==> src/hw/rtl/ffha_pkg.sv <==
// shared types and constants of the first-fit heap allocator
package ffha_pkg;
    localparam int unsigned HeapGranules = 256;
    localparam int unsigned GW = $clog2(HeapGranules);      // granule index width
    localparam int unsigned SW = GW + 1;                    // block size width
    localparam int unsigned HW = SW + 1;                    // header word width

    typedef enum logic [1:0] {
        ST_OK      = 2'd0,
        ST_NOFIT   = 2'd1,
        ST_INVALID = 2'd2
    } t_status;

    localparam logic CMD_ALLOC = 1'b0;
    localparam logic CMD_FREE  = 1'b1;

    // controller to datapath
    typedef struct packed {
        logic start;        // load request, clear walk state
        logic rd;           // read header at walk pointer
        logic rd_at;        // read header at next block address
        logic [1:0] rd_sel; // 0 walk, 1 next, 2 prev
        logic step;         // latch read data as current and advance, or as next block (rd_sel next)
        logic wr;           // write
        logic [2:0] wr_op;  // which write
    } t_ctrl;

    // destination of a header read
    localparam logic [1:0] RSEL_WALK = 2'd0;
    localparam logic [1:0] RSEL_NEXT = 2'd1;
    localparam logic [1:0] RSEL_PREV = 2'd2;

    localparam logic [2:0] WR_ALLOC_HEAD = 3'd0;
    localparam logic [2:0] WR_ALLOC_REM  = 3'd1;
    localparam logic [2:0] WR_CLR_CUR    = 3'd2;
    localparam logic [2:0] WR_CLR_NXT    = 3'd3;
    localparam logic [2:0] WR_MERGE      = 3'd4;
    localparam logic [2:0] WR_INIT       = 3'd5;

    // datapath to controller
    typedef struct packed {
        logic at_end;      // walk pointer at or past heap end
        logic fits;        // current block free and large enough
        logic match;       // current block payload offset equals request
        logic cur_alloc;
        logic has_rem;
        logic nxt_in;      // next block inside heap
        logic nxt_free;
        logic prv_free;    // previous block exists and is free
        logic clr_done;
    } t_stat;
endpackage

==> src/hw/rtl/ffha_datapath.sv <==
// header memory, walk pointer and merge arithmetic
module ffha_datapath (
    input  logic             i_clk,
    input  logic             i_rst_n,
    input  ffha_pkg::t_ctrl  i_ctrl,
    input  logic [11:0]      i_request_size,
    input  logic [11:0]      i_free_offset,
    output ffha_pkg::t_stat  o_stat,
    output logic [11:0]      o_payload_offset
);
    import ffha_pkg::*;

    logic [HW-1:0] mem [HeapGranules];
    logic [HW-1:0] r_rdata;
    logic [SW-1:0] r_g;        // walk pointer, may reach heap size
    logic [SW-1:0] r_cur;      // current block start
    logic [SW-1:0] r_cur_sz;
    logic          r_cur_al;
    logic [SW-1:0] r_prv;
    logic [SW-1:0] r_prv_sz;
    logic          r_prv_al;
    logic          r_has_prv;
    logic [SW-1:0] r_need;
    logic [11:0]   r_foff;
    logic [SW-1:0] r_nxt_sz;
    logic          r_nxt_al;
    logic [GW-1:0] r_clr;
    logic          r_clr_done;
    logic [1:0]    r_rsel;

    logic [SW-1:0] w_sz;
    logic [SW-1:0] w_nxt;
    logic [GW-1:0] w_addr;
    logic [HW-1:0] w_wdata;
    logic [SW-1:0] w_msize;
    logic [SW+3:0] w_hoff;

    // size of the just-read header, zero guarded to one
    assign w_sz  = (r_rdata[HW-1:1] == '0) ? SW'(1) : r_rdata[HW-1:1];
    assign w_nxt = r_cur + r_cur_sz;
    assign w_hoff = {r_cur, 4'b1000};

    // merged free size
    always_comb begin
        w_msize = r_cur_sz;
        if (r_has_prv && !r_prv_al) w_msize = w_msize + r_prv_sz;
        if (o_stat.nxt_in && !r_nxt_al) w_msize = w_msize + r_nxt_sz;
    end

    // write address and data
    always_comb begin
        w_addr  = r_cur[GW-1:0];
        w_wdata = '0;
        case (i_ctrl.wr_op)
            WR_ALLOC_HEAD: w_wdata = {(o_stat.has_rem ? r_need : r_cur_sz), 1'b1};
            WR_ALLOC_REM: begin
                w_addr  = GW'(r_cur + r_need);
                w_wdata = {SW'(r_cur_sz - r_need), 1'b0};
            end
            WR_CLR_CUR:   w_wdata = '0;
            WR_CLR_NXT: begin
                w_addr  = w_nxt[GW-1:0];
                w_wdata = '0;
            end
            WR_MERGE: begin
                w_addr  = (r_has_prv && !r_prv_al) ? r_prv[GW-1:0] : r_cur[GW-1:0];
                w_wdata = {w_msize, 1'b0};
            end
            WR_INIT: begin
                w_addr  = r_clr;
                w_wdata = (r_clr == '0) ? {SW'(HeapGranules), 1'b0} : '0;
            end
            default: w_wdata = '0;
        endcase
    end

    // header memory
    always_ff @(posedge i_clk) begin
        if (i_ctrl.wr) mem[w_addr] <= w_wdata;
        if (i_ctrl.rd) begin
            if (i_ctrl.rd_at) r_rdata <= mem[w_nxt[GW-1:0]];
            else              r_rdata <= mem[r_g[GW-1:0]];
        end
    end

    // walk registers
    always_ff @(posedge i_clk) begin
        if (!i_rst_n) begin
            r_g <= '0; r_has_prv <= 1'b0; r_clr <= '0; r_clr_done <= 1'b0;
            r_cur <= '0; r_cur_sz <= SW'(1); r_cur_al <= 1'b0; r_rsel <= RSEL_WALK;
        end else begin
            if (i_ctrl.wr && i_ctrl.wr_op == WR_INIT) begin
                r_clr <= r_clr + GW'(1);
                if (r_clr == GW'(HeapGranules - 1)) r_clr_done <= 1'b1;
            end
            if (i_ctrl.rd) r_rsel <= i_ctrl.rd_sel;
            if (i_ctrl.start) begin
                r_g <= '0; r_has_prv <= 1'b0;
                r_need <= SW'((13'(i_request_size) + 13'd23) >> 4);
                r_foff <= i_free_offset;
            end else if (i_ctrl.step) begin
                if (r_rsel == RSEL_NEXT) begin
                    r_nxt_sz <= w_sz; r_nxt_al <= r_rdata[0];
                end else begin
                    r_prv <= r_cur; r_prv_sz <= r_cur_sz; r_prv_al <= r_cur_al;
                    r_has_prv <= (r_g != '0);
                    r_cur <= r_g; r_cur_sz <= w_sz; r_cur_al <= r_rdata[0];
                    r_g <= r_g + w_sz;
                end
            end
        end
    end

    always_comb begin
        o_stat.at_end    = (r_g >= SW'(HeapGranules));
        o_stat.fits      = !r_cur_al && (r_cur_sz >= r_need);
        o_stat.match     = (w_hoff == (SW+4)'(r_foff));
        o_stat.cur_alloc = r_cur_al;
        o_stat.has_rem   = (r_cur_sz > r_need);
        o_stat.nxt_in    = (w_nxt < SW'(HeapGranules));
        o_stat.nxt_free  = !r_nxt_al;
        o_stat.prv_free  = r_has_prv && !r_prv_al;
        o_stat.clr_done  = r_clr_done;
    end

    assign o_payload_offset = w_hoff[11:0];
endmodule

==> config.mk <==
export PLATFORM = sky130hd
export DESIGN_NAME = ffha_datapath
export DESIGN_NICKNAME = d
export VERILOG_FILES = /design/src/hw/rtl/ffha_pkg.sv /design/src/hw/rtl/ffha_datapath.sv
export SDC_FILE = /design/constraint.sdc
export NUM_CORES = 2
export LEC_CHECK = 0
export BUFFER_PORTS_ARGS = -buffer_cell sky130_fd_sc_hd__buf_2
export CORE_ASPECT_RATIO = 1.2
export CORE_MARGIN = 2
export CORE_UTILIZATION = 33
export DETAILED_ROUTE_END_ITERATION = 12
export PLACE_DENSITY = 0.46
export SKIP_CTS_REPAIR_TIMING = 1
export SYNTH_ARGS = -nofsm -noshare
export SYNTH_HDL_FRONTEND = slang
export SYNTH_SLANG_ARGS = --single-unit
==> constraint.sdc <==
create_clock -name i_clk -period 25.9 [get_ports i_clk]
set_input_delay 1.295 -clock i_clk [delete_from_list [all_inputs] [get_ports i_clk]]
set_output_delay 1.295 -clock i_clk [all_outputs]
set_load 0.01 [all_outputs]
==> Word-level counts from Yosys, hierarchy flattened <==
Memories as Yosys holds them, arrays and structs flattened. A register that Yosys moved wholly into a read port is not among the register bits.
Cells that the tools add are included.
{ "word_totals": {"ram_bits": 2560, "wordCells": 70, "ff_bits": 99, "n_memories": 1} }
{ "op_classes": {"n_reduce_logical": 18, "magnitude_cmp": 4, "add_sub_neg": 8, "n_mux": 13, "n_bitwise": 3, "n_eq_ne": 7} }
{ "memory_table": {"columns": ["memory", "words", "width", "rd", "rd_ports_with_merged_regs", "write_ports", "line_no", "text"], "rows": [
  ["mem", 256, 10, 2, 1, 1, "ffha_datapath.sv:13", "logic [HW-1:0] mem [HeapGranules];"]
]} }
{ "op_table": {"columns": ["cell", "n"], "rows": [
  ["$pmux 10 s4", 1],
  ["$add 9x9->9", 4],
  ["$mux 9", 4],
  ["$pmux 8 s4", 1],
  ["$mux 8", 3],
  ["$mux 10", 2],
  ["$add 12x5->13 const B", 1],
  ["$eq 13x12->1", 1],
  ["$ge 9x9->1", 1],
  ["$ge 9x9->1 const B", 1],
  ["$gt 9x9->1", 1],
  ["$logic_not 9->1", 1],
  ["$lt 9x9->1 const B", 1],
  ["$reduce_bool 9->1", 1],
  ["$sub 9x9->9", 1],
  ["$add 8x1->8 const B", 1],
  ["$add 8x8->8", 1],
  ["$eq 8x8->1 const B", 1],
  ["$logic_not 8->1", 1],
  ["$reduce_and 4->1", 2],
  ["$eq 3x3->1 const B", 2],
  ["$reduce_and 2->1", 3],
  ["$logic_and 1x1->1", 4],
  ["$eq 3x1->1 const B", 1],
  ["8 further kinds", 13]
]} }

==> Logic depth before layout (Yosys ltp) <==
{ "depth": {"depth_word": 6, "depth_mapped": 16, "ltp_nobuf": 16} }

==> Worst setup path after synthesis <==
OpenSTA, ideal clock, no wires.
{ "synth_timing": {"path_type": "in2reg", "from": "in i_ctrl[1] (netlist bit)", "to": "mem mem[0][6] (netlist bit) (data pin)", "setup_ns": 1.454, "cell_stages": 6, "required_ns": 24.446, "path_slack_ns": 14.742, "t_arrival_ns": 9.704, "cell_sequence": "buf_2 buf_2 or3_1 inv_1 a22oi_1 o21ai_1"} }
{ "synth_between": {"elab_chain_cells": 2} }
{ "synth_lines": {"columns": ["item", "line_no", "text"], "rows": [
  ["from (decl)", "ffha_datapath.sv:5", "input ffha_pkg::t_ctrl i_ctrl,"],
  ["$eq 3x3->1 (tied with other cells)", "ffha_datapath.sv:54", "case (i_ctrl.wr_op)"],
  ["$pmux 10 s4 (*)", "ffha_datapath.sv:54", null],
  ["via w_wdata[6]", "ffha_datapath.sv:34", "logic [HW-1:0] w_wdata;"],
  ["to (decl)", "ffha_datapath.sv:13", null]
]} }
The timed path passes the listed nets; every way through them passes the cells marked *.

==> Worst setup path after layout <==
{ "layout_timing": {"from": "reg r_cur[0]", "to": "reg r_rdata[2] (data pin)"} }
{ "layout_between": {"elab_chain_cells": 3} }
{ "layout_lines": {"columns": ["item", "line_no", "text"], "rows": [
  ["from (decl)", "ffha_datapath.sv:16", "logic [SW-1:0] r_cur;"],
  ["from (signal assigned)", "ffha_datapath.sv:107", "r_cur <= r_g; r_cur_sz <= w_sz; r_cur_al <= r_rdata[0];"],
  ["$add 9x9->9", "ffha_datapath.sv:40", "assign w_nxt = r_cur + r_cur_sz;"],
  ["$mem_v2 256x10", null, null],
  ["$mux 10", "ffha_datapath.sv:81", "if (i_ctrl.rd_at) r_rdata <= mem[w_nxt[GW-1:0]];"],
  ["to (signal assigned)", "ffha_datapath.sv:81", null],
  ["to (signal assigned)", "ffha_datapath.sv:82", "else r_rdata <= mem[r_g[GW-1:0]];"],
  ["to (decl)", "ffha_datapath.sv:14", "logic [HW-1:0] r_rdata;"]
]} }
Every way passes these cells.
A chain may end at the register's enable or synchronous reset.

==> results_dict.tcl <==
set metrics [dict create \
    status "finished clean" \
    worstHoldStart "r_has_prv" \
    initial_utilization_pct 33.1 \
    post-place-ws_ps 17870 \
    drt_iter0_markers 9328 \
    drc 0 \
    maxCapViolations 0 \
    rr_worst_depth 13 \
    fin_area_um2 144000 \
    hpwl_mm 318 \
    ir_drop_mv 0.0564 \
    synthMostInstantiatedCell "edfxtp_1" \
    grt_pass1_wl_mm 656 \
    layout.cells.non_filler 11789 \
    async_flop_share_pct 0 \
    hp-class "reg -> reg" \
    row_count 248 \
    end_kind "flop" \
    maxSlewHeadroom_pct 7.14 \
    die_x_um 568 \
    hold_depth 2 \
    internal-power_mw 7.62 \
    syn_to_final_growth_pct 14.3 \
    fin_ws_ps 17730 \
    finalHoldViolCount 0 \
    holdPathEnd "r_has_prv" \
    synthCells 6398 \
    seq_area_frac_synth_pct 63.2 \
    fin_crit_ps 8170 \
    swShare_pct 25.6 \
    path_clk_slew_ps 60 \
    rsz0062_at_grt "false" \
    start_kind "flop" \
    rrSetupSlack_ps 17730 \
    wl_per_cell_um 41.4 \
    yosysWarnings 0 \
    power.clock.fraction_pct 40.8 \
    synthTopCellsByArea "edfxtp_1 (62%), mux4_2 (26%), mux2i_1 (1.1%)" \
    cpMostUsedCell "buf_4" \
    cts_buffers 294 \
    layout.nets 6661 \
    grt_pass1_vias 73363 \
    p_seq_share_pct 47.2 \
    finalSetupTns_ps 0 \
    slowest_stage "fa_4" \
    crit_chain "ha_4 > fa_4 > buf_4 > buf_4 > buf_4 > buf_4 > buf_4 > mux4_2 > mux4_2 > mux2i_1 > mux2i_1 > a211oi_1 > nand3_1" \
    syn_avg_cell_area_um2 19.7 \
    power_density_nw_per_um2 71.1 \
    cts_tree "yes" \
    dr.pass1.iters 6 \
    synthDistinctLibCells 83 \
    postRouteAntennaNets 0 \
    synth_top_cell_by_area "edfxtp_1" \
    die_area_um2 387000 \
    r2r-end "r_rdata[2]" \
    yosysTopAreaCellShare_pct 62.4 \
    setup_viol 0 \
    path_class "reg -> reg" \
    synth_area_um2 126000 \
    dp_cells 11271 \
    skew_ps 79.7 \
    antenna_found_initial 25 \
    clk_latency_ps 910 \
    place.gp.congestion 0.888 \
    vias_per_cell 6.17 \
    slowest_delay_ps 1120 \
    routed_wl_mm 488 \
    placed_cell_area_um2 135000 \
    worstPathMaxFanout 49 \
    clock.fmax_ghz 0.122 \
    worst_slew_pin_slew_ps 1390 \
    ios 57 \
    grt_use_total_pct 24.9 \
    p_switching_mw 2.62 \
    grt_max_degree 182 \
    critPathTopFamily "buffers and inverters" \
    ys_top_cells_by_count "edfxtp_1 (2619), mux4_2 (1431), nand2_1 (231)" \
    comb_power_share_pct 12.0 \
    r2r_start "r_cur[0]" \
    ys_ff_latch 2667 \
    worst_hold_slack_ps 506 \
    core_area_um2 380000 \
    root_buffer "clkbuf_16" \
    drive_gt1_share_pct 38.6 \
    clock_path_buffers 4 \
    ys.flop_type "edfxtp_1" \
    crit_buf_inv 5 \
    period_share_pct 31.6 \
    p_leak_nw 43.9 \
    worstPathArrival_ps 8800 \
    cts.sinks 2667 \
    die_y_um 681 \
    portBuffers 52 \
    overflow 0 \
    dr_total_vias 72797 \
    critPathRequiredTime_ps 26530 \
    maxSlewViolCount 0 \
    cts_max_level 5 \
    synth-edff-count 2619 \
]
worst min-delay path: stages, from the launching register on:
cell and delay (ps):
dfxtp_1 340, a21oi_1 70, nor2_1 70
power groups by stage:
| stage | logic [mW] | clock network (mW) | registers (mW) |
|---|---|---|---|
| 2_1_floorplan | 0.706 | 0 | 4.94 |
| 3_3_place_gp | 1.23 | 0 | 4.93 |
| 3_5_place_dp | 1.23 | 0 | 4.93 |
| 4_1_cts | 1.24 | 4.25 | 4.83 |
| 5_1_grt | 1.27 | 4.39 | 4.83 |
| 6_report | 1.23 | 4.17 | 4.84 |
area by class of cell:
class / instances / area [um2]
Fill cell: 34197 / 236000
Sequential cell: 2667 / 79600
Multi-Input combinational cell: 3148 / 45500
Clock buffer: 375 / 7950
Tap cell: 5000 / 6260
Timing Repair Buffer: 417 / 3240
Clock inverter: 133 / 1260
Inverter: 41 / 161
Antenna cell: 8 / 20.0
stage by stage:
stage,util [%],power [mW]
2_1_floorplan,-,5.65
3_3_place_gp,35.4,6.15
3_5_place_dp,35.5,6.16
4_1_cts,37.9,10.3
5_1_grt,37.9,10.5
6_report,37.9,10.2
registers in the layout, summed over array words and instances, names as in the netlist, 9 cells and up, named ones only:
register  count
r_g           9
r_prv_sz      9
r_need        9
r_cur         9
r_foff       12
r_cur_sz      9
r_nxt_sz      9
r_rdata      10
mem        2560
placed cells by master, fill, tap and decap left out, types with 49 or more instances in the layout:
master     synthesis  routed
nand3_1           92      92
clkbuf_1         223      63
mux2i_1          138     138
edfxtp_1        2619    2619
nand2_1          231     216
o221ai_1          56      56
mux4_2          1431    1431
clkinv_2           0      51
a21oi_1           75      75
ha_1              50      49
o21ai_0           55      55
nor2_1            79      74
buf_4             78     343
clkbuf_16          0     304
o22ai_1           67      66
buf_2            186      52
a22oi_1           83      83
nor3_2             0     163
nor4_2             0      53
logic make-up (layout without fill, tap and decap cells):
logic type / after synthesis / in the layout / share of synthesized area, %
muxes: 1600 / 1600 / 27.0
and+or+nand+nor: 870 / 870 / 3.44
AOI/OAI and AO/OA: 561 / 561 / 3.13
other: 2 / 12 / 0.00596
xor gates and xnor gates: 57 / 57 / 0.402
adders and majority gates: 56 / 56 / 0.592
DFF: 2667 / 2667 / 63.2
buffers and inverters: 585 / 966 / 2.29
worst max-delay path by stage:
stage	endpoint	start	slack, ps	cells after the start
2_1_floorplan	mem[0][6]	i_ctrl[1]	14740	6
3_3_place_gp	r_rdata[2]	r_cur[0]	17820	13
3_5_place_dp	r_rdata[2]	r_cur[0]	17870	13
4_1_cts	r_rdata[2]	r_cur[0]	17840	13
5_1_grt	r_rdata[2]	r_cur[0]	17730	13
6_report	r_rdata[2]	r_cur[0]	17730	13
per-layer routing:
| metal | part of all wire [%] | routed length (um) | global-route usage, % |
|---|---|---|---|
| met2 | 48 | 236000 | 40.8 |
| met1 | 39 | 191000 | 32.5 |
| met3 | 7.3 | 35700 | 4.24 |
| met5 | 0 | 0 | 0 |
| met4 | 5.1 | 24900 | 10.9 |
(Power assumes the default switching activity.)
