[src/hw/rtl/ffha_pkg.sv]
// shared types and constants of the first-fit heap allocator
package ffha_pkg;
    localparam int unsigned HeapGranules = 256;
    localparam int unsigned GW = $clog2(HeapGranules);      // granule index width
    localparam int unsigned SW = GW + 1;                    // block size width
    localparam int unsigned HW = SW + 1;                    // header word width

    typedef enum logic [1:0] {
        ST_OK      = 2'd0,
        ST_NOFIT   = 2'd1,
        ST_INVALID = 2'd2
    } t_status;

    localparam logic CMD_ALLOC = 1'b0;
    localparam logic CMD_FREE  = 1'b1;

    // controller to datapath
    typedef struct packed {
        logic start;        // load request, clear walk state
        logic rd;           // read header at walk pointer
        logic rd_at;        // read header at next block address
        logic [1:0] rd_sel; // 0 walk, 1 next, 2 prev
        logic step;         // latch read data as current and advance, or as next block (rd_sel next)
        logic wr;           // write
        logic [2:0] wr_op;  // which write
    } t_ctrl;

    // destination of a header read
    localparam logic [1:0] RSEL_WALK = 2'd0;
    localparam logic [1:0] RSEL_NEXT = 2'd1;
    localparam logic [1:0] RSEL_PREV = 2'd2;

    localparam logic [2:0] WR_ALLOC_HEAD = 3'd0;
    localparam logic [2:0] WR_ALLOC_REM  = 3'd1;
    localparam logic [2:0] WR_CLR_CUR    = 3'd2;
    localparam logic [2:0] WR_CLR_NXT    = 3'd3;
    localparam logic [2:0] WR_MERGE      = 3'd4;
    localparam logic [2:0] WR_INIT       = 3'd5;

    // datapath to controller
    typedef struct packed {
        logic at_end;      // walk pointer at or past heap end
        logic fits;        // current block free and large enough
        logic match;       // current block payload offset equals request
        logic cur_alloc;
        logic has_rem;
        logic nxt_in;      // next block inside heap
        logic nxt_free;
        logic prv_free;    // previous block exists and is free
        logic clr_done;
    } t_stat;
endpackage

[src/hw/rtl/ffha_if.sv]
// valid/ready stream channel
interface ffha_req_if;
    logic        valid;
    logic        ready;
    logic        command;
    logic [11:0] request_size;
    logic [11:0] free_offset;
    modport source (output valid, command, request_size, free_offset, input ready);
    modport sink   (input valid, command, request_size, free_offset, output ready);
endinterface

interface ffha_rsp_if;
    logic        valid;
    logic        ready;
    logic [1:0]  status;
    logic [11:0] payload_offset;
    modport source (output valid, status, payload_offset, input ready);
    modport sink   (input valid, status, payload_offset, output ready);
endinterface

[src/hw/rtl/ffha_ctrl.sv]
// request sequencer of the allocator
module ffha_ctrl (
    input  logic            i_clk,
    input  logic            i_rst_n,
    ffha_req_if.sink        req,
    ffha_rsp_if.source      rsp,
    input  ffha_pkg::t_stat i_stat,
    input  logic [11:0]     i_payload_offset,
    output ffha_pkg::t_ctrl o_ctrl
);
    import ffha_pkg::*;

    typedef enum logic [3:0] {
        S_CLEAR, S_IDLE, S_READ, S_LATCH, S_CHECK, S_REM, S_NRD, S_NLATCH,
        S_FCLR, S_NCLR, S_MERGE, S_DONE
    } t_state;

    t_state  r_state, n_state;
    logic    r_cmd;
    logic    r_ovalid, n_ovalid;
    t_status r_status, n_status;
    logic [11:0] r_off, n_off;

    assign req.ready          = (r_state == S_IDLE) && !r_ovalid;
    assign rsp.valid          = r_ovalid;
    assign rsp.status         = r_status;
    assign rsp.payload_offset = r_off;

    always_comb begin
        n_state  = r_state;
        n_ovalid = r_ovalid && !rsp.ready;
        n_status = r_status;
        n_off    = r_off;
        o_ctrl   = '0;
        unique case (r_state)
            S_CLEAR: begin
                o_ctrl.wr = 1'b1; o_ctrl.wr_op = WR_INIT;
                if (i_stat.clr_done) n_state = S_IDLE;
            end
            S_IDLE: if (req.valid && !r_ovalid) begin
                o_ctrl.start = 1'b1;
                n_state = S_READ;
            end
            S_READ: begin
                if (i_stat.at_end) begin
                    n_status = (r_cmd == CMD_ALLOC) ? ST_NOFIT : ST_INVALID;
                    n_off = '0; n_state = S_DONE;
                end else begin
                    o_ctrl.rd = 1'b1; n_state = S_LATCH;
                end
            end
            S_LATCH: begin o_ctrl.step = 1'b1; n_state = S_CHECK; end
            S_CHECK: begin
                if (r_cmd == CMD_ALLOC) begin
                    if (i_stat.fits) begin
                        o_ctrl.wr = 1'b1; o_ctrl.wr_op = WR_ALLOC_HEAD;
                        n_status = ST_OK; n_off = i_payload_offset;
                        n_state = i_stat.has_rem ? S_REM : S_DONE;
                    end else n_state = S_READ;
                end else if (i_stat.match) begin
                    n_off = '0;
                    if (!i_stat.cur_alloc) begin
                        n_status = ST_INVALID; n_state = S_DONE;
                    end else begin
                        n_status = ST_OK; n_state = S_NRD;
                    end
                end else n_state = S_READ;
            end
            S_REM: begin
                o_ctrl.wr = 1'b1; o_ctrl.wr_op = WR_ALLOC_REM; n_state = S_DONE;
            end
            S_NRD: begin
                o_ctrl.rd = 1'b1; o_ctrl.rd_at = 1'b1; o_ctrl.rd_sel = RSEL_NEXT;
                n_state = S_NLATCH;
            end
            S_NLATCH: begin o_ctrl.step = 1'b1; n_state = S_FCLR; end
            S_FCLR: begin
                o_ctrl.wr = 1'b1; o_ctrl.wr_op = WR_CLR_CUR; n_state = S_NCLR;
            end
            S_NCLR: begin
                if (i_stat.nxt_in && i_stat.nxt_free) begin
                    o_ctrl.wr = 1'b1; o_ctrl.wr_op = WR_CLR_NXT;
                end
                n_state = S_MERGE;
            end
            S_MERGE: begin
                o_ctrl.wr = 1'b1; o_ctrl.wr_op = WR_MERGE; n_state = S_DONE;
            end
            S_DONE: begin n_ovalid = 1'b1; n_state = S_IDLE; end
            default: n_state = S_IDLE;
        endcase
    end

    // state and registered outputs
    always_ff @(posedge i_clk) begin
        if (!i_rst_n) begin
            r_state <= S_CLEAR; r_ovalid <= 1'b0; r_status <= ST_OK; r_off <= '0;
            r_cmd <= CMD_ALLOC;
        end else begin
            r_state <= n_state; r_ovalid <= n_ovalid; r_status <= n_status;
            r_off <= n_off;
            if (o_ctrl.start) r_cmd <= req.command;
        end
    end
endmodule

[src/flat_wrapper.sv]
// flat-port wrapper written by rule: the top's interface ports become plain ports
module ffha_ctrl_flat import ffha_pkg::*;
  (i_clk, i_rst_n, i_stat, i_payload_offset, o_ctrl, req_valid, req_command, req_request_size, req_free_offset, req_ready, rsp_valid, rsp_status, rsp_payload_offset, rsp_ready);
  ffha_req_if req_i ();
  ffha_rsp_if rsp_i ();
  input  logic i_clk;
  input  logic i_rst_n;
  input  ffha_pkg::t_stat i_stat;
  input  logic [11:0] i_payload_offset;
  output ffha_pkg::t_ctrl o_ctrl;
  input wire logic [$bits(req_i.valid)-1:0] req_valid;
  input wire logic [$bits(req_i.command)-1:0] req_command;
  input wire logic [$bits(req_i.request_size)-1:0] req_request_size;
  input wire logic [$bits(req_i.free_offset)-1:0] req_free_offset;
  output wire logic [$bits(req_i.ready)-1:0] req_ready;
  output wire logic [$bits(rsp_i.valid)-1:0] rsp_valid;
  output wire logic [$bits(rsp_i.status)-1:0] rsp_status;
  output wire logic [$bits(rsp_i.payload_offset)-1:0] rsp_payload_offset;
  input wire logic [$bits(rsp_i.ready)-1:0] rsp_ready;
  assign req_i.valid = req_valid;
  assign req_i.command = req_command;
  assign req_i.request_size = req_request_size;
  assign req_i.free_offset = req_free_offset;
  assign req_ready = req_i.ready;
  assign rsp_valid = rsp_i.valid;
  assign rsp_status = rsp_i.status;
  assign rsp_payload_offset = rsp_i.payload_offset;
  assign rsp_i.ready = rsp_ready;
  ffha_ctrl u_core (.i_clk(i_clk), .i_rst_n(i_rst_n), .req(req_i), .rsp(rsp_i), .i_stat(i_stat), .i_payload_offset(i_payload_offset), .o_ctrl(o_ctrl));
endmodule
[config.mk]
export PLATFORM = sky130hd
export DESIGN_NAME = ffha_ctrl_flat
export DESIGN_NICKNAME = d
export VERILOG_FILES = /design/src/hw/rtl/ffha_pkg.sv /design/src/hw/rtl/ffha_if.sv /design/src/hw/rtl/ffha_ctrl.sv /design/src/flat_wrapper.sv
export SDC_FILE = /design/constraint.sdc
export NUM_CORES = 1
export LEC_CHECK = 0
export BUFFER_PORTS_ARGS = -buffer_cell sky130_fd_sc_hd__buf_2
export CORE_MARGIN = 10
export CORE_UTILIZATION = 40
export DETAILED_ROUTE_END_ITERATION = 7
export PLACE_DENSITY = 0.76
export SLEW_MARGIN = 10
export SYNTH_ARGS = -nofsm -noshare
export SYNTH_HDL_FRONTEND = slang
export SYNTH_SLANG_ARGS = --single-unit
[constraint.sdc]
create_clock -name i_clk -period 1.9 [get_ports i_clk]
set_clock_uncertainty 0.15 [all_clocks]
set_input_delay 0.19 -clock i_clk [delete_from_list [all_inputs] [get_ports i_clk]]
set_output_delay 0.19 -clock i_clk [all_outputs]
set_load 0.01 [all_outputs]
; After elaboration in Yosys (flattened, before gate mapping)
; Cells that the tools add are included.
[word_totals]
register_bits = 20
elab_cells = 65
[classes]
n_reduce_logical = 12
n_mux = 32
eq_ne = 16
[ops]
columns = cell, n
row1 = $mux 12, 4
row2 = $mux 4, 11
row3 = $pmux 4 s10, 1
row4 = $pmux 12 s2, 1
row5 = $pmux 4 s6, 1
row6 = $eq 4x3->1 const B, 4
row7 = $eq 4x4->1 const B, 4
row8 = $mux 2, 6
row9 = $eq 4x2->1 const B, 2
row10 = $ne 2x2->1 const B, 3
row11 = $mux 1, 5
row12 = $eq 4x1->1 const B, 1
row13 = $logic_and 1x1->1, 4
row14 = $logic_not 4->1, 1
row15 = $pmux 2 s2, 1
row16 = $reduce_and 4->1, 1
row17 = $reduce_or 2->1, 2
row18 = $mux 3, 1
row19 = $ne 3x2->1 const B, 1
row20 = $ne 3x3->1 const B, 1
row21 = $logic_not 1->1, 2
row22 = $pmux 1 s2, 1
row23 = $reduce_and 2->1, 1
row24 = $reduce_bool 2->1, 1

; Longest topological paths before layout
; Gate-level depths: netlist of the first run.
[logic_depth]
depth_word = 4
ltp_mapped = 5
mapped_depth_nobuf = 3

; Least setup slack after synthesis of the first run
; No wires, ideal clock.
[synth_path]
path_kind = reg-to-reg
startpoint = register u_core.r_cmd
endpoint = register u_core.r_off[0], in the netlist u_core.rsp.payload_offset[0]
path_buffers = 1
slack_ns = 0.283
stages_incl_launch_ff = 5
setup_time_ns = 0.072
t_required_ns = 1.678
t_arrival_ns = 1.396
path_cell_list = dfxtp_1 mux2_2 a32oi_4 buf_6 mux2i_1
[synth_between]
elab_chain_len = 2
word_cells_on_any_way = 5
cone_classes = 2 x eq/ne / 2 x mux / 1 x reduce/logical
[synth_lines]
columns = item, line_no
row1 = "start, declared", ffha_ctrl.sv:19  ; logic r_cmd;
row2 = "start signal, assigned", ffha_ctrl.sv:102  ; if (o_ctrl.start) r_cmd <= req.command;
row3 = "$ne 3x2->1 (no source line), or another cell as far along", --
row4 = $reduce_and 4->1 (no source line) / $pmux 12 s2 (equally long branches), --
row5 = "end signal, assigned", ffha_ctrl.sv:101  ; r_off <= n_off;
row6 = "end, declared", ffha_ctrl.sv:22  ; logic [11:0] r_off, n_off;
; Parallel ways exist; a longest one is shown, timed or not.
; A chain may end at the register's enable or synchronous reset.

==> impl_metrics.py, run 1 <==
metrics = {
    "sta": {
        "maxSlewViolCount": 0,
        "timing.hold.ws_ns": -0.0000666,
        "finalWorstSetupSlack_ns": 0.0985,
        "setup_violations": 0,
        "fmax_ghz": 0.555,
        "period_share": 0.948,
        "min_period_ns": 1.80,
        "tns_ns": 0,
        "rsz0062_at_grt": "false",
        "hold_violations": 1,
    },
    "place": {
        "place_congestion": 0.838,
        "port-buffer-count": 49,
        "dpl.hpwl_um": 2690,
        "placed_area_um2": 1490,
        "pre_cts_ws_ns": 0.139,
    },
    "pwr": {
        "clockPowerShare": 0.367,
        "ir_worst_vdd_uv": 449,
        "finalPower_w": 0.000955,
        "switching_share": 0.235,
        "power.internal_w": 0.000731,
        "p_comb_frac": 0.182,
        "seq_power_share": 0.452,
        "leakage_nw": 0.826,
        "p_per_area_nw_per_um2": 553,
        "power.switching_w": 0.000224,
    },
    "worst_setup_path": {
        "cp.arrival_ns": 1.46,
        "cp-start-kind": "flip-flop",
        "cp_data_required_time_ns": 1.56,
        "critPathKind": "reg2out",
        "ff2ff_setup_slack_ns": 0.17,
        "path_max_fanout": 8,
        "r2r_end": "u_core.r_state[0]",
        "r2r_cells": 5,
        "rr_startpoint": "u_core.r_state[0]",
        "crit_path_end_kind": "output pin",
    },
    "final_layout": {
        "finalNetCount": 254,
        "layout_common_cells": "49 x buf_2, 18 x nand2_1, 15 x dfxtp_1, 14 x nand3_1, 13 x mux2i_1",
        "diodes": 0,
        "nFillCells": 250,
        "final_common_cell": "buf_2",
        "area_delta_synth_final_pct": 45.3,
        "stdcell_area_um2": 1730,
        "drive_gt1_frac": 0.414,
    },
    "drt": {
        "drt_pass1_iterations": 4,
        "vias": 1234,
        "wl_per_cell_um": 15.1,
        "antenna_left": 0,
        "drt_iter0_markers": 33,
        "vias_per_cell": 5.27,
        "drcViolationCount": 0,
        "finalWirelength_um": 3530,
    },
    "synth": {
        "synth_top_cell_area_share": 0.336,
        "netlist_instances": 138,
        "ys_seq_area_frac": 0.336,
        "ys.flop_type": "dfxtp_1",
        "syn_nets": 188,
        "synthArstFlopShare": 0,
        "synth.area.top_cells": "dfxtp_1 34%, mux2i_1 11%, nand3_1 5.9%",
        "synth_edf_count": 0,
        "yosysWarnings": 0,
        "yosys.area.top_type": "dfxtp_1",
        "syn-cell-area_um2": 1190,
        "synth_seq_cells": 20,
        "synth.distinct_cells": 41,
        "synth.avg_cell_area_um2": 8.62,
    },
    "global_route": {
        "grt_pass1_wl_um": 5840,
        "grt.overflow.total": 0,
        "grt.total_usage": 0.129,
        "antenna_found_initial": 0,
        "grt_max_degree": 22,
        "grt_pass1_vias": 1363,
    },
    "status": {
        "status": "finished, violations left",
        "violations": "negative hold slack",
    },
    "clock_network": {
        "cts_tree": "built",
        "cts_htree_levels": 1,
        "cts_num_sinks": 20,
        "clk_latency_ns": 0.30,
        "path_clk_slew_ns": 0.12,
        "cts_max_path_buffers": 2,
        "cts-root-buf": "clkbuf_4",
        "cts_buffers": 3,
    },
    "die": {
        "start_util": 0.424,
        "die_h_um": 74.5,
        "io_pins": 76,
        "core-area_um2": 2810,
        "rows": 19,
        "die-area_um2": 5560,
        "die_w_um": 74.5,
    },
    "min_path": {
        "hold_end": "u_core.rsp.payload_offset[10]",
        "hold_class": "in2reg",
        "min_path_cells": 3,
        "hold_start": "i_payload_offset[10]",
    },
    "job": {
        "cap_violations": 0,
    },
}
## Yosys cell counts (all sizes together) (3+ instances only)
master,n
clkbuf,5
nor2b,7
nor2,6
nand3,14
and2,4
nand2b,5
nand2,18
mux2,3
mux2i,13
dfxtp,20
buf,8
a21oi,4
## how the worst max path moves through the flow
stage	start	end
2_1_floorplan	u_core.r_cmd	u_core.rsp.payload_offset[0]
5_1_grt	u_core.r_cmd	o_ctrl[3]
3_3_place_gp	u_core.r_state[0]	o_ctrl[3]
6_report	u_core.r_cmd	o_ctrl[3]
3_5_place_dp	u_core.r_state[0]	o_ctrl[3]
4_1_cts	u_core.r_state[0]	o_ctrl[3]
## final cells by class
| class | count | area [um^2] | share of cell area |
|---|---|---|---|
| Clock buffer | 3 | 22.5 | 0.0130 |
| Clock inverter | 1 | 30.0 | 0.0174 |
| Inverter | 2 | 7.51 | 0.00434 |
| Multi-Input combinational cell | 103 | 738 | 0.427 |
| Sequential cell | 20 | 417 | 0.241 |
| Tap cell | 31 | 38.8 | 0.0224 |
| Timing Repair Buffer | 74 | 475 | 0.275 |
## metal layers
| layer | GRT usage | up-vias | part of all wire |
|---|---|---|---|
| met1 | 0.129 | 576 | 0.38 |
| li1 | - | 618 | - |
| met2 | 0.233 | 38 | 0.51 |
| met3 | 0.0612 | 2 | 0.11 |
| met5 | 0 | - | 0 |
| met4 | 0.0357 | 0 | 0.0040 |
## worst max-delay path, stage by stage, from the launching register on
cell      delay [ns]
dfxtp_4         0.39
nand2b_4        0.14
mux2_2          0.28
o32ai_2         0.19
buf_2           0.17
## power groups by stage
stage	clock network [W]	registers (W)	logic [W]
after floorplan	0	0.000436	0.0000869
after global placement	0	0.000446	0.000130
after detailed placement	0	0.000447	0.000134
after CTS	0.000356	0.000438	0.000153
after global routing	0.000381	0.000433	0.000191
final	0.000351	0.000431	0.000173
## state kept, by name, indices dropped and copies added (netlist names)
register	count
u_core.r_state	4
u_core.rsp.valid	1
u_core.r_cmd	1
u_core.rsp.payload_offset	12
u_core.rsp.status	2
## metrics by stage
stage                     instances  utilization
after global routing            234        0.616
after CTS                       231        0.595
final                           234        0.616
after floorplan                 138            -
after detailed placement        215        0.530
after global placement          215        0.530
## logic make-up after synthesis
kind of cell,Yosys count,share of synthesized area
buffers and inverters,15,0.0694
AND/OR/NAND/NOR,66,0.310
AO/OA/AOI/OAI,20,0.143
multiplexers,16,0.138
other,1,0.00315
flip-flops,20,0.336
## timing repair
action | 4_1_cts | 5_1_grt
hold buffers | 12 | 0
resized for setup | 7 | 9
hold endpoints to repair | 12 | 0
pin swaps | 0 | 1
buffers inserted | 0 | 3
endpoints found under the setup margin | 4 | 3
No activity file was read; power rests on OpenSTA's default activity.
==> inputs of run 2 (changes only) <==
--- a/config.mk
+++ b/config.mk
@@ -9,6 +9,7 @@
 export CORE_MARGIN = 10
 export CORE_UTILIZATION = 40
 export DETAILED_ROUTE_END_ITERATION = 7
+export MAX_ROUTING_LAYER = met4
 export PLACE_DENSITY = 0.76
 export SLEW_MARGIN = 10
 export SYNTH_ARGS = -nofsm -noshare
==> run 2 against run 1 <==
The flow still finishes with violations (negative hold slack). Final cell count unchanged. Highest routed layer unchanged. Register-to-register slack about the same. Maximum frequency about the same. Final area unchanged. First-iteration DRC count down 3.0%. Non-clock buffer count unchanged. Largest cell class unchanged. Via count down 0.73%. Global-route usage up 0.39 points. Sequential cell count unchanged. Utilization unchanged. Hold slack about the same.
==> impl_metrics.py, run 2 (same netlist as run 1, synthesis figures left out) <==
metrics = {
    "status": {
        "status": "finished, violations left",
        "violations": "negative hold slack",
    },
    "sta": {
        "timing.hold.ws_ns": -0.000190,
        "setup_violations": 0,
        "min_period_ns": 1.80,
        "period_share": 0.949,
        "tns_ns": 0,
        "hold_violations": 1,
        "fmax_ghz": 0.555,
        "rsz0062_at_grt": "false",
        "maxSlewViolCount": 0,
    },
    "final_layout": {
        "drive_gt1_frac": 0.414,
        "area_delta_synth_final_pct": 45.3,
        "layout_common_cells": "49 x buf_2, 18 x nand2_1, 15 x dfxtp_1, 14 x nand3_1, 13 x mux2i_1",
        "fin_util": 0.616,
        "finalNetCount": 254,
        "stdcell_area_um2": 1730,
        "final_common_cell": "buf_2",
        "nFillCells": 250,
        "diodes": 0,
        "layout.cells.non_filler": 234,
        "largest_register_ff_count": 12,
    },
    "global_route": {
        "grt.overflow.total": 0,
        "grt.total_usage": 0.133,
        "grt_max_degree": 22,
        "grt_pass1_vias": 1363,
        "antenna_found_initial": 0,
        "grt_pass1_wl_um": 5840,
    },
    "pwr": {
        "clockPowerShare": 0.367,
        "switching_share": 0.234,
        "power.internal_w": 0.000731,
        "finalPower_w": 0.000955,
        "p_comb_frac": 0.181,
        "seq_power_share": 0.452,
        "leakage_nw": 0.826,
        "p_per_area_nw_per_um2": 552,
        "power.switching_w": 0.000224,
        "ir_worst_vdd_uv": 449,
    },
    "die": {
        "rows": 19,
        "die_h_um": 74.5,
        "die_w_um": 74.5,
        "io_pins": 76,
        "die-area_um2": 5560,
        "core-area_um2": 2810,
        "start_util": 0.424,
    },
    "worst_setup_path": {
        "cp.arrival_ns": 1.46,
        "cp-start-kind": "flip-flop",
        "rr_startpoint": "u_core.r_state[0]",
        "crit_buf_inv": 1,
        "crit_family": "flip-flops",
        "crit_path_end_kind": "output pin",
        "path_max_fanout": 7,
        "cp-startpoint": "u_core.r_state[3]",
        "cp_data_required_time_ns": 1.56,
        "cp_slowest_cell": "dfxtp_4",
        "critPathKind": "reg2out",
        "worstPathCellList": "nor2_2, nor2_1, a311oi_1, buf_2",
        "slowest_delay_ns": 0.39,
    },
    "drt": {
        "drcViolationCount": 0,
        "drt_pass1_iterations": 4,
        "vias": 1225,
        "antenna_left": 0,
        "finalWirelength_um": 3520,
        "wl_per_cell_um": 15.0,
        "vias_per_cell": 5.24,
        "drt_iter0_markers": 32,
    },
    "min_path": {
        "hold_class": "in2reg",
        "hold_start": "i_payload_offset[10]",
    },
    "place": {
        "dpl.hpwl_um": 2690,
        "port-buffer-count": 49,
        "placed_area_um2": 1490,
        "placed_cells": 215,
        "place_congestion": 0.851,
    },
    "job": {
        "cap_violations": 0,
    },
    "clock_network": {
        "cts_num_sinks": 20,
        "cts-root-buf": "clkbuf_4",
        "clk_latency_ns": 0.30,
        "cts_tree": "built",
        "cts_max_path_buffers": 2,
        "path_clk_slew_ns": 0.11,
        "cts_htree_levels": 1,
        "cts_buffers": 3,
    },
}
## run 2: final cells by class
type / instances / area (um^2) / area share
clock buffers: 3 / 22.5 / 0.0130
clock inverters: 1 / 30.0 / 0.0174
inverters: 2 / 7.51 / 0.00434
multi-input cells: 103 / 738 / 0.427
flip-flops and latches: 20 / 417 / 0.241
well taps: 31 / 38.8 / 0.0224
repair buffers: 74 / 475 / 0.275
## run 2: worst register-to-register path: cells and delay by family, from the launching register on
family	cells	cell delay [ns]
flip-flops	1	0.40
AND/OR/NAND/NOR	3	0.66
buffers and inverters	2	0.43
## run 2: worst paths after layout
path	end	slack (ns)	cells past startpoint
max	o_ctrl[0]	0.1	4
min	u_core.rsp.payload_offset[10]	-0.0002	3
max reg2reg	u_core.r_state[0]	0.17	5
min reg2reg	u_core.rsp.payload_offset[3]	0.33	2
## run 2: metrics by stage
stage               setup slack, ns  hold WS, ns
floorplan                     0.283        0.183
detailed placement            0.139        0.302
global placement              0.181        0.292
CTS                          0.0269      0.00146
global route                0.00609      0.00807
finish                       0.0975    -0.000190
## run 2: timing repair
| action | 4_1_cts | 5_1_grt |
|---|---|---|
| buffers inserted | 0 | 3 |
| hold buffers | 12 | 0 |
| pin swaps | 0 | 1 |
| endpoints found under the setup margin | 4 | 3 |
| gates resized for setup | 7 | 9 |
| hold endpoints to repair | 12 | 0 |
## run 2: routing by layer
layer,part of all wire,track usage
met3,0.080,0.0452
met4,0.0040,0.0357
met5,0,-
met1,0.40,0.138
met2,0.51,0.233
## run 2: power groups by stage
| stage | combinational [W] | sequential, W | clock, W |
|---|---|---|---|
| finish | 0.000173 | 0.000431 | 0.000350 |
| CTS | 0.000153 | 0.000438 | 0.000356 |
| floorplan | 0.0000869 | 0.000436 | 0 |
| global placement | 0.000130 | 0.000446 | 0 |
| global route | 0.000191 | 0.000433 | 0.000381 |
| detailed placement | 0.000134 | 0.000447 | 0 |
==> inputs of run 3 (changes only) <==
--- a/config.mk
+++ b/config.mk
@@ -6,8 +6,9 @@
 export NUM_CORES = 1
 export LEC_CHECK = 0
 export BUFFER_PORTS_ARGS = -buffer_cell sky130_fd_sc_hd__buf_2
+export CORE_ASPECT_RATIO = 0.9
 export CORE_MARGIN = 10
-export CORE_UTILIZATION = 40
+export CORE_UTILIZATION = 38
 export DETAILED_ROUTE_END_ITERATION = 7
 export MAX_ROUTING_LAYER = met4
 export PLACE_DENSITY = 0.76
==> constraint.sdc (replaced) <==
create_clock -name i_clk -period 1.5 [get_ports i_clk]
set_clock_uncertainty 0.15 [all_clocks]
set_input_delay 0.15 -clock i_clk [delete_from_list [all_inputs] [get_ports i_clk]]
set_output_delay 0.15 -clock i_clk [all_outputs]
set_load 0.01 [all_outputs]
==> run 3 against run 2 <==
The flow finishes with violations (negative setup slack). Final area is 25% higher. Critical endpoint is now o_ctrl[3]. Highest routed layer unchanged. Worst setup slack worse by 0.33 ns. Die area is 3.9% higher.
==> impl_metrics.py, run 3 (same netlist as run 1, synthesis figures left out) <==
metrics = {
    "drt": {
        "antenna_left": 0,
        "wl_met2_um": 2330,
        "drt_pass1_iterations": 4,
        "drcViolationCount": 0,
        "drt_iter0_markers": 25,
        "top_layer_used": "met4",
        "wl_met1_um": 1560,
        "wl_met3_um": 349,
        "vias_per_cell": 5.06,
        "wl_per_cell_um": 15.6,
        "finalWirelength_um": 4270,
        "vias": 1382,
    },
    "die": {
        "core-area_um2": 3020,
        "io_pins": 76,
        "die_w_um": 79.0,
        "die_h_um": 73.1,
        "start_util": 0.394,
        "die-area_um2": 5770,
        "rows": 19,
    },
    "worst_setup_path": {
        "crit_path_end_kind": "output pin",
        "cp-startpoint": "u_core.r_cmd",
        "rr_startpoint": "u_core.r_cmd",
        "cp-start-kind": "flip-flop",
        "critPathKind": "reg2out",
        "cp_data_required_time_ns": 1.20,
        "path_max_fanout": 2,
        "cp.arrival_ns": 1.43,
    },
    "clock_network": {
        "cts_buffers": 3,
        "cts-root-buf": "clkbuf_4",
        "cts_num_sinks": 20,
        "clk_latency_ns": 0.29,
        "path_clk_slew_ns": 0.11,
        "cts_max_path_buffers": 2,
        "cts_htree_levels": 1,
        "cts_tree": "built",
    },
    "global_route": {
        "grt.overflow.total": 0,
        "grt_pass1_vias": 1426,
        "grt_max_degree": 22,
        "grt_pass1_wl_um": 6600,
        "grt.total_usage": 0.143,
        "antenna_found_initial": 0,
    },
    "status": {
        "violations": "negative setup slack",
        "status": "finished, violations left",
    },
    "final_layout": {
        "diodes": 0,
        "finalNetCount": 282,
        "area_delta_synth_final_pct": 82.1,
        "drive_gt1_frac": 0.550,
        "layout_common_cells": "46 x buf_2, 20 x buf_4, 18 x buf_6, 16 x nand2_1, 15 x dfxtp_1",
        "fin_util": 0.718,
        "final_common_cell": "buf_2",
        "largest_register_ff_count": 12,
    },
    "job": {
        "cap_violations": 0,
    },
    "place": {
        "place_congestion": 0.820,
        "pre_cts_ws_ns": -0.108,
        "port-buffer-count": 49,
        "dpl.hpwl_um": 2690,
    },
    "sta": {
        "rsz0062_at_grt": "true",
        "period_share": 1.15,
        "finalWorstSetupSlack_ns": -0.229,
        "fmax_ghz": 0.578,
        "min_period_ns": 1.73,
        "hold_violations": 0,
        "maxSlewViolCount": 0,
        "setup_violations": 27,
    },
    "pwr": {
        "leakage_nw": 1.03,
        "p_per_area_nw_per_um2": 538,
        "ir_worst_vdd_uv": 394,
    },
    "min_path": {
        "hold_start": "rsp_ready",
        "hold_class": "in2reg",
    },
}
-- run 3: cell count changes in the layout (fill, tap and decap cells not counted), moves of 3 or more --
cell / previous run / this run
buf_6: 0 / 18
buf_4: 12 / 20
a21oi_1: 4 / 1
a21oi_2: 0 / 3
buf_2: 49 / 46
nor2_4: 0 / 3
-- run 3: area by class of cell --
cell class	instances	area [um^2]
repair buffers	102	803
multi-input cells	103	846
well taps	42	52.6
fillers	231	852
flip-flops and latches	20	419
inverters	2	10.0
clock buffers	4	36.3
-- run 3: critical path, stage by stage (launching register included) --
cell and delay [ns]:
dfxtp_4 0.36, nand2b_4 0.13, mux2_4 0.27, o32ai_2 0.20, buf_2 0.17
-- run 3: path summary, 6_finish.rpt --
check	to	slack [ns]	cells after the start
setup reg to reg	u_core.rsp.payload_offset[0]	-0.15	5
setup / recovery	o_ctrl[3]	-0.23	4
hold reg to reg	u_core.rsp.payload_offset[9]	0.31	2
hold / removal	u_core.rsp.valid	0.03	3
-- run 3: repair_timing --
action                                  CTS  global route
endpoints found under the setup margin   27            28
endpoints found under the hold margin    13             0
hold buffers                             13             0
buffers inserted                          8             8
gates resized for setup                  36            26
pin swaps                                11            10
-- run 3: stage by stage --
step | area (um^2) | hold WS (ns) | TNS [ns] | cells | total power (W)
3_5_place_dp | 1620 | 0.249 | -1.12 | 240 | 0.000758
5_1_grt | 2170 | 0.0104 | -4.94 | 273 | 0.00124
6_report | 2170 | 0.0262 | -3.01 | 273 | 0.00117
2_1_floorplan | 1210 | 0.135 | -0.257 | 138 | 0.000668
4_1_cts | 1990 | 0.00784 | -2.56 | 265 | 0.00113
3_3_place_gp | 1620 | 0.244 | -0.441 | 240 | 0.000755
-- run 3: layer usage --
layer	vias to the layer above	GRT usage
met4	0	0.0338
met3	4	0.0554
met1	652	0.138
met2	47	0.264
li1	679	-
met5	-	-
-- run 3: power by group --
part,internal [W],switching (W)
logic,0.000184,0.000127
registers,0.000532,0.0000102
clock network,0.000148,0.000164
